===== src/rtl/pilp_pkg.sv =====
`timescale 1ns / 1ps

package pilp_pkg;

    // Width of the field that carries the parsed value on the result channel.
    localparam int unsigned VALUE_W    = 64;
    // Width of the internal accumulator; a value that does not fit is an overflow.
    localparam int unsigned VALUE_BITS = 64;

    localparam logic [1:0] STATUS_VALID    = 2'd0;
    localparam logic [1:0] STATUS_NOT_NUM  = 2'd1;
    localparam logic [1:0] STATUS_OVERFLOW = 2'd2;

    localparam logic [4:0] RADIX_NONE = 5'd0;
    localparam logic [4:0] RADIX_BIN  = 5'd2;
    localparam logic [4:0] RADIX_OCT  = 5'd8;
    localparam logic [4:0] RADIX_DEC  = 5'd10;
    localparam logic [4:0] RADIX_HEX  = 5'd16;

    typedef struct packed {
        logic [7:0] ch;
        logic       last;
    } t_in_item;

    typedef struct packed {
        logic [1:0]         status;
        logic [4:0]         radix;
        logic [VALUE_W-1:0] value;
    } t_out_item;

endpackage


===== src/rtl/prefixed_integer_literal_parser.sv =====
`timescale 1ns / 1ps
// Result: the result of a token is registered and shown in the cycle after its last character is accepted.
// Throughput: one character per cycle; the per-character work is a shift-and-add step
// of the accumulator between the parse state registers and the result register. The
// input stalls only while a finished result waits in that register with i_out_ready low.
// Reset: i_rst_n is synchronous and active low; it returns the parser to the start of
// a token and empties the result register. No clearing pass is needed.
module prefixed_integer_literal_parser (
    input  logic                  i_clk,
    input  logic                  i_rst_n,
    input  logic                  i_in_valid,
    output logic                  o_in_ready,
    input  pilp_pkg::t_in_item    i_in_data,
    output logic                  o_out_valid,
    input  logic                  i_out_ready,
    output pilp_pkg::t_out_item   o_out_data
);
    import pilp_pkg::*;

    // The parser walks through these phases once per token.
    typedef enum logic [1:0] {
        PH_START  = 2'd0,   // skipping leading whitespace
        PH_ZERO   = 2'd1,   // a leading zero has been seen
        PH_DIGITS = 2'd2,   // inside the digit run
        PH_TRAIL  = 2'd3    // skipping trailing whitespace
    } t_phase_e;

    localparam logic [7:0] CH_DASH  = 8'h2d;
    localparam logic [7:0] CH_ZERO  = 8'h30;
    localparam logic [7:0] CH_ONE   = 8'd49;
    localparam logic [7:0] CH_SEVEN = 8'h37;
    localparam logic [7:0] CH_NINE  = 8'd57;
    localparam logic [7:0] CH_UA    = 8'h41;
    localparam logic [7:0] CH_UZ    = 8'h5a;
    localparam logic [7:0] CH_LA    = 8'h61;
    localparam logic [7:0] CH_LB    = 8'h62;
    localparam logic [7:0] CH_LF    = 8'h66;
    localparam logic [7:0] CH_LX    = 8'h78;
    localparam logic [7:0] CH_SPACE = 8'h20;
    localparam logic [7:0] CH_TAB   = 8'h09;
    localparam logic [7:0] CH_CR    = 8'h0d;

    // The product of the accumulator and a base of at most 16, plus a digit.
    localparam int unsigned PROD_W = VALUE_BITS + 5;

    // Parse state.
    t_phase_e              r_phase, n_phase;
    logic [4:0]            r_base, n_base;
    logic [VALUE_BITS-1:0] r_acc, n_acc;
    logic                  r_ovf, n_ovf;
    logic                  r_rej, n_rej;
    logic                  r_dig, n_dig;

    // Result register.
    logic                  r_out_valid;
    t_out_item             r_out_data, n_out_data;

    logic                  w_accept;
    logic [7:0]            w_ch;
    logic                  w_is_space;
    logic                  w_is_hex;
    logic [3:0]            w_digit;
    logic [4:0]            w_acc_base;
    logic [PROD_W-1:0]     w_acc_ext;
    logic [PROD_W-1:0]     w_prod;
    logic [PROD_W-1:0]     w_sum;
    logic                  w_sum_ovf;
    logic                  w_do_acc;
    logic                  w_ok;

    // A new character is taken whenever the result register is empty or is being
    // drained in the same cycle, so a result that leaves at once costs no bubble.
    assign o_in_ready  = !r_out_valid || i_out_ready;
    assign w_accept    = i_in_valid && o_in_ready;
    assign o_out_valid = r_out_valid;
    assign o_out_data  = r_out_data;

    // Fold upper case to lower case before any decoding.
    assign w_ch = (i_in_data.ch >= CH_UA && i_in_data.ch <= CH_UZ) ?
                  (i_in_data.ch + 8'd32) : i_in_data.ch;

    assign w_is_space = (w_ch == CH_SPACE) || (w_ch >= CH_TAB && w_ch <= CH_CR);

    always_comb begin
        w_is_hex = 1'b0;
        w_digit  = 4'd0;
        if (w_ch >= CH_ZERO && w_ch <= CH_NINE) begin
            w_is_hex = 1'b1;
            w_digit  = 4'(w_ch - CH_ZERO);
        end else if (w_ch >= CH_LA && w_ch <= CH_LF) begin
            w_is_hex = 1'b1;
            w_digit  = 4'(w_ch - CH_LA + 8'd10);
        end
    end

    // The base that a digit accepted in this cycle is weighed with: the first
    // decimal digit sets base ten, the first octal digit after a zero sets base
    // eight, and inside the run the stored base applies.
    always_comb begin
        case (r_phase)
            PH_START: w_acc_base = RADIX_DEC;
            PH_ZERO:  w_acc_base = RADIX_OCT;
            default:  w_acc_base = r_base;
        endcase
    end

    // Multiply by the base with shifts; ten is eight plus two.
    assign w_acc_ext = PROD_W'(r_acc);
    always_comb begin
        case (w_acc_base)
            RADIX_BIN: w_prod = w_acc_ext << 1;
            RADIX_OCT: w_prod = w_acc_ext << 3;
            RADIX_HEX: w_prod = w_acc_ext << 4;
            default:   w_prod = (w_acc_ext << 3) + (w_acc_ext << 1);
        endcase
    end

    // The new value overflows exactly when any bit above the accumulator width is set.
    assign w_sum     = w_prod + PROD_W'(w_digit);
    assign w_sum_ovf = |w_sum[PROD_W-1:VALUE_BITS];

    // Next parse state for one character, then the result when it ends the token.
    always_comb begin
        n_phase    = r_phase;
        n_base     = r_base;
        n_acc      = r_acc;
        n_ovf      = r_ovf;
        n_rej      = r_rej;
        n_dig      = r_dig;
        w_do_acc   = 1'b0;
        w_ok       = 1'b0;
        n_out_data = r_out_data;

        // Once a token is rejected, its remaining characters are ignored.
        if (!r_rej) begin
            if (w_ch == CH_DASH) begin
                n_rej = 1'b1;
            end else begin
                case (r_phase)
                    PH_START: begin
                        if (w_is_space) begin
                            n_phase = PH_START;
                        end else if (w_ch == CH_ZERO) begin
                            n_phase = PH_ZERO;
                        end else if (w_ch >= CH_ONE && w_ch <= CH_NINE) begin
                            n_base   = RADIX_DEC;
                            n_phase  = PH_DIGITS;
                            n_dig    = 1'b1;
                            w_do_acc = 1'b1;
                        end else begin
                            n_rej = 1'b1;
                        end
                    end
                    PH_ZERO: begin
                        if (w_ch == CH_LB) begin
                            n_base  = RADIX_BIN;
                            n_phase = PH_DIGITS;
                        end else if (w_ch == CH_LX) begin
                            n_base  = RADIX_HEX;
                            n_phase = PH_DIGITS;
                        end else if (w_ch >= CH_ZERO && w_ch <= CH_SEVEN) begin
                            n_base   = RADIX_OCT;
                            n_phase  = PH_DIGITS;
                            n_dig    = 1'b1;
                            w_do_acc = 1'b1;
                        end else if (w_is_space) begin
                            // A lone zero followed by whitespace is decimal zero.
                            n_base  = RADIX_DEC;
                            n_phase = PH_TRAIL;
                        end else begin
                            n_rej = 1'b1;
                        end
                    end
                    PH_DIGITS: begin
                        if (w_is_hex && (5'(w_digit) < r_base)) begin
                            n_dig    = 1'b1;
                            w_do_acc = 1'b1;
                        end else if (w_is_space && r_dig) begin
                            n_phase = PH_TRAIL;
                        end else begin
                            n_rej = 1'b1;
                        end
                    end
                    default: begin
                        if (!w_is_space) begin
                            n_rej = 1'b1;
                        end
                    end
                endcase
            end
        end

        // After an overflow the accumulator is frozen; only the flag matters.
        if (w_do_acc && !r_ovf) begin
            if (w_sum_ovf) begin
                n_ovf = 1'b1;
            end else begin
                n_acc = w_sum[VALUE_BITS-1:0];
            end
        end

        if (i_in_data.last) begin
            case (n_phase)
                PH_ZERO: begin
                    // A token that ends right after its leading zero is decimal zero.
                    n_base = RADIX_DEC;
                    w_ok   = 1'b1;
                end
                PH_DIGITS: w_ok = n_dig;
                PH_TRAIL:  w_ok = 1'b1;
                default:   w_ok = 1'b0;
            endcase
            if (n_rej) begin
                w_ok = 1'b0;
            end

            if (!w_ok) begin
                n_out_data.status = STATUS_NOT_NUM;
                n_out_data.radix  = RADIX_NONE;
                n_out_data.value  = '0;
            end else if (n_ovf) begin
                n_out_data.status = STATUS_OVERFLOW;
                n_out_data.radix  = n_base;
                n_out_data.value  = '0;
            end else begin
                n_out_data.status = STATUS_VALID;
                n_out_data.radix  = n_base;
                n_out_data.value  = VALUE_W'(n_acc);
            end

            // The next character starts a fresh token.
            n_phase = PH_START;
            n_base  = RADIX_NONE;
            n_acc   = '0;
            n_ovf   = 1'b0;
            n_rej   = 1'b0;
            n_dig   = 1'b0;
        end
    end

    // Parse state and the valid flag of the result register.
    always_ff @(posedge i_clk) begin
        if (!i_rst_n) begin
            r_phase     <= PH_START;
            r_base      <= RADIX_NONE;
            r_acc       <= '0;
            r_ovf       <= 1'b0;
            r_rej       <= 1'b0;
            r_dig       <= 1'b0;
            r_out_valid <= 1'b0;
        end else begin
            if (w_accept) begin
                r_phase <= n_phase;
                r_base  <= n_base;
                r_acc   <= n_acc;
                r_ovf   <= n_ovf;
                r_rej   <= n_rej;
                r_dig   <= n_dig;
            end
            // A token's last character loads a result; otherwise a taken result leaves.
            if (w_accept && i_in_data.last) begin
                r_out_valid <= 1'b1;
            end else if (i_out_ready) begin
                r_out_valid <= 1'b0;
            end
        end
    end

    // Result payload; it only loads when the register is free to take a new result.
    always_ff @(posedge i_clk) begin
        if (w_accept && i_in_data.last) begin
            r_out_data <= n_out_data;
        end
    end

endmodule


===== config.mk =====
export PLATFORM = sky130hd
export DESIGN_NAME = prefixed_integer_literal_parser
export DESIGN_NICKNAME = d
export VERILOG_FILES = /design/src/rtl/pilp_pkg.sv /design/src/rtl/prefixed_integer_literal_parser.sv
export SDC_FILE = /design/constraint.sdc
export NUM_CORES = 1
export LEC_CHECK = 0
export BUFFER_PORTS_ARGS = -buffer_cell sky130_fd_sc_hd__buf_2
export CAP_MARGIN = 5
export CELL_PAD_IN_SITES_DETAIL_PLACEMENT = 1
export CELL_PAD_IN_SITES_GLOBAL_PLACEMENT = 2
export CORE_ASPECT_RATIO = 0.75
export CORE_MARGIN = 2
export CORE_UTILIZATION = 41
export CTS_BUF_LIST = sky130_fd_sc_hd__clkbuf_4 sky130_fd_sc_hd__clkbuf_8 sky130_fd_sc_hd__clkbuf_16
export CTS_CLUSTER_SIZE = 8
export DETAILED_ROUTE_END_ITERATION = 10
export PLACE_DENSITY = 0.88
export SETUP_SLACK_MARGIN = 0.5
export SLEW_MARGIN = 40
export SYNTH_ARGS = -nofsm -noshare
export SYNTH_HDL_FRONTEND = slang
export SYNTH_SLANG_ARGS = --single-unit

===== constraint.sdc =====
create_clock -name i_clk -period 13 [get_ports i_clk]
set_input_delay 0.65 -clock i_clk [delete_from_list [all_inputs] [get_ports i_clk]]
set_output_delay 0.65 -clock i_clk [all_outputs]
set_load 0.02 [all_outputs]

==> summary.txt <==
Run status
  – Status: finished clean

Power
  – Gate power share: 0.093
  – Power Dens Cells: 66.7 mW/mm^2
  – Sw Share: 0.261
  – Leak: between 6 and 7 nW
  – Clock share of power: 0.474
  – Worst vdd ir: 0.0000929 V
  – Flop pwr share: 0.433
  – Net Sw Power: slightly below 0.0003 W
  – Internal Dissipation: between 0.0008 and 0.0009 W

Die
  – Die Y: around 170 um
  – Row count: 62
  – I/O Pins: 86
  – Total core area: approximately 0.038 sq mm
  – Area of the die: between 0.04 and 0.05 sq mm
  – Initial core utilization: 0.415
  – Die W: ~230 um

Routing
  – Drc violations: 0
  – Drt wl/cell: approximately 27 um
  – Antenna Violating Nets Remaining: 0
  – First drt pass iteration count: 9
  – DR vias: 17.5k
  – DRT Wirelength: a little under 70000 um
  – Via density: around 7
  – DR iter-0 viols: between 2k and 2.5k

STA
  – Rel. slew slack: 0.370
  – Tmin final: 7.70 ns
  – Measured slew at the worst slew-check pin: a little over 0.9 ns
  – Worst setup slack after layout: around 5.3 ns
  – RSZ-0062 raised after global routing: no
  – Hold Slack: between 0.5 and 0.6 ns
  – Final hold violation count: 0
  – Final setup viols: 0
  – Final Slew Violations: 0
  – Clock Skew: around 0.018 ns
  – Fin crit share: 0.593
  – Peak Freq: 130 MHz
  – Setup_tns: 0 ns

Synth
  – Synth Register Bits: 146
  – Avg Cell Area, Syn: about 7.7 sq um
  – Post-synth EDFFs: 71
  – Syn nets: roughly 2.2k
  – Sequential fraction of the synthesis area: 0.229
  – Post-synth ARST share: 0
  – Count of cell types in the netlist: 94
  – Post-Syn Area: approximately 0.016 sq mm
  – Cells after Synth: ~2.1k
  – Most used DFF post-synth: dfxtp_1
  – YS warnings: 0

Clock tree
  – Post-CTS Setup Bufs: 0
  – Hold Buf Count CTS: 0
  – Num CTS Buffers: 17
  – H-tree levels: 4
  – Clk buf depth: 2
  – Post_cts resized: 0
  – Clock latency on the worst-skew pair: between 0.4 and 0.5 ns
  – Reg clk slew, reported paths: 0.06 ns
  – CTS tree: built
  – Root buffer cell: clkbuf_16
  – CTS sink cnt: 146

Finish
  – Commonest cells after routing, fill and taps aside: nand2_1 (217), nor2_1 (191), a21oi_1 (149)
  – Inserted Diodes: 0
  – Nets: around 2.1k
  – Final instance area: approximately 0.017 sq mm
  – Most common cell after layout, fill and taps aside: nand2_1
  – Fraction of layout cells with a size suffix above 1: 0.0968
  – Area growth syn-to-layout: 7.68%

GRT
  – Vias in the first global route: about 17k
  – Grt ovf: 0
  – Largest net degree at the start of global routing: 75
  – First-pass GRT wire length: approximately 100000 um
  – Tot GR Track Use: 0.333
  – Initial antenna violation count: 0

Worst hold path
  – Hold Path Class: flop to flop

Critical path
  – Max FO, Critical Path: 47
  – Crit end category: flop
  – Critical path arrival: 7.91 ns
  – Crit start category: flop
  – CP required: 13.21 ns
  – Critical path type: flop to flop

Placed design
  – Placed Instance Area: approximately 0.016 sq mm
  – DP HPWL: 52500 um
  – Global placement routability congestion: around 1.0
  – Worst slack, placed: between 5 and 6 ns
  – Buffers added on ports: 85

Job
  – Max_cap viols: 0
## metrics by stage
stage,instances,power [W],util
floorplan,2062,0.000576,-
global placement,2535,0.000605,0.429
detailed placement,2535,0.000607,0.430
CTS,2567,0.00114,0.446
global route,2567,0.00117,0.447
finish,2567,0.00114,0.447
## power groups by stage
stage                logic, W  registers (W)  clock network [W]
finish               0.000106       0.000493           0.000540
global route         0.000113       0.000494           0.000562
CTS                  0.000104       0.000493           0.000545
detailed placement   0.000103       0.000503                  0
global placement     0.000102       0.000503                  0
floorplan           0.0000626       0.000513                  0
## layer usage
metal,track usage,part of all wire,vias to the layer above
li1,-,-,7913
met1,0.507,0.47,8783
met2,0.441,0.39,765
met3,0.126,0.13,54
met4,0.0524,0.011,0
met5,0,0,-
## Yosys cell counts, types with 51 or more instances
| cell type | number | area share |
|---|---|---|
| nor3_1 | 60 | 0.019 |
| o211ai_1 | 70 | 0.033 |
| mux2i_1 | 63 | 0.040 |
| a21oi_1 | 151 | 0.048 |
| nand2_1 | 219 | 0.052 |
| nor2_1 | 193 | 0.046 |
| dfxtp_1 | 75 | 0.095 |
| nand4b_1 | 56 | 0.031 |
| ha_1 | 74 | 0.058 |
| nand3_1 | 94 | 0.030 |
| inv_1 | 51 | 0.012 |
| clkbuf_1 | 73 | 0.017 |
| nand4_1 | 55 | 0.022 |
| edfxtp_1 | 71 | 0.13 |
| o21ai_0 | 95 | 0.030 |
## logic make-up (layout without fill, tap and decap cells)
family | count (synthesis) | in the layout | share of synthesized area
xor+xnor | 82 | 82 | 0.0452
flops | 146 | 146 | 0.229
compound gates | 661 | 661 | 0.292
simple gates | 832 | 832 | 0.270
buf+inv | 196 | 189 | 0.0587
fa+ha+maj | 76 | 76 | 0.0608
mux | 69 | 69 | 0.0442
## worst paths after layout
| kind | depth (start not counted) | slack [ns] | endpoint | start |
|---|---|---|---|---|
| max | 21 | 5.30 | o_out_data[57]$_SDFFCE_PP0P_ | r_phase[1]$_SDFFE_PN0P_ |
| min | 2 | 0.53 | r_dig$_SDFFE_PN0P_ | r_dig$_SDFFE_PN0P_ |
| max reg2reg | 21 | 5.30 | o_out_data[57]$_SDFFCE_PP0P_ | r_phase[1]$_SDFFE_PN0P_ |
| min reg2reg | 2 | 0.53 | r_dig$_SDFFE_PN0P_ | r_dig$_SDFFE_PN0P_ |
## layout make-up
cell class              count  area, sq um
flip-flops and latches    146         3630
inverters                  51          191
repair buffers            106          593
fillers                  4697        21100
clock buffers              22          487
well taps                 512          641
clock inverters            10          148
multi-input cells        1720        11400
## worst max-delay path: stages, from the launching register on
cell and delay [ns]:
dfxtp_1 0.68, or3b_1 0.46, a22oi_2 0.16, buf_4 0.30, buf_4 0.55, nor2_4 0.28
a222oi_1 0.33, inv_1 0.08, ha_1 0.34, a21oi_1 0.09, nor2_1 0.23, nand4b_1 0.28
nor4_1 0.53, nand2_1 0.19, nor2_1 0.27, nand4_1 0.34, nor4_2 0.30, mux2_4 0.39
a21oi_2 0.18, or3_2 0.69, buf_4 0.47, o21ba_2 0.21
## registers in the layout, summed over array words and instances, names as in the netlist
signal / count
o_out_data: 71
o_out_valid: 1
r_rej: 1
r_phase: 2
r_base: 5
r_ovf: 1
r_acc: 64
r_dig: 1
No activity file was read; power rests on OpenSTA's default activity.
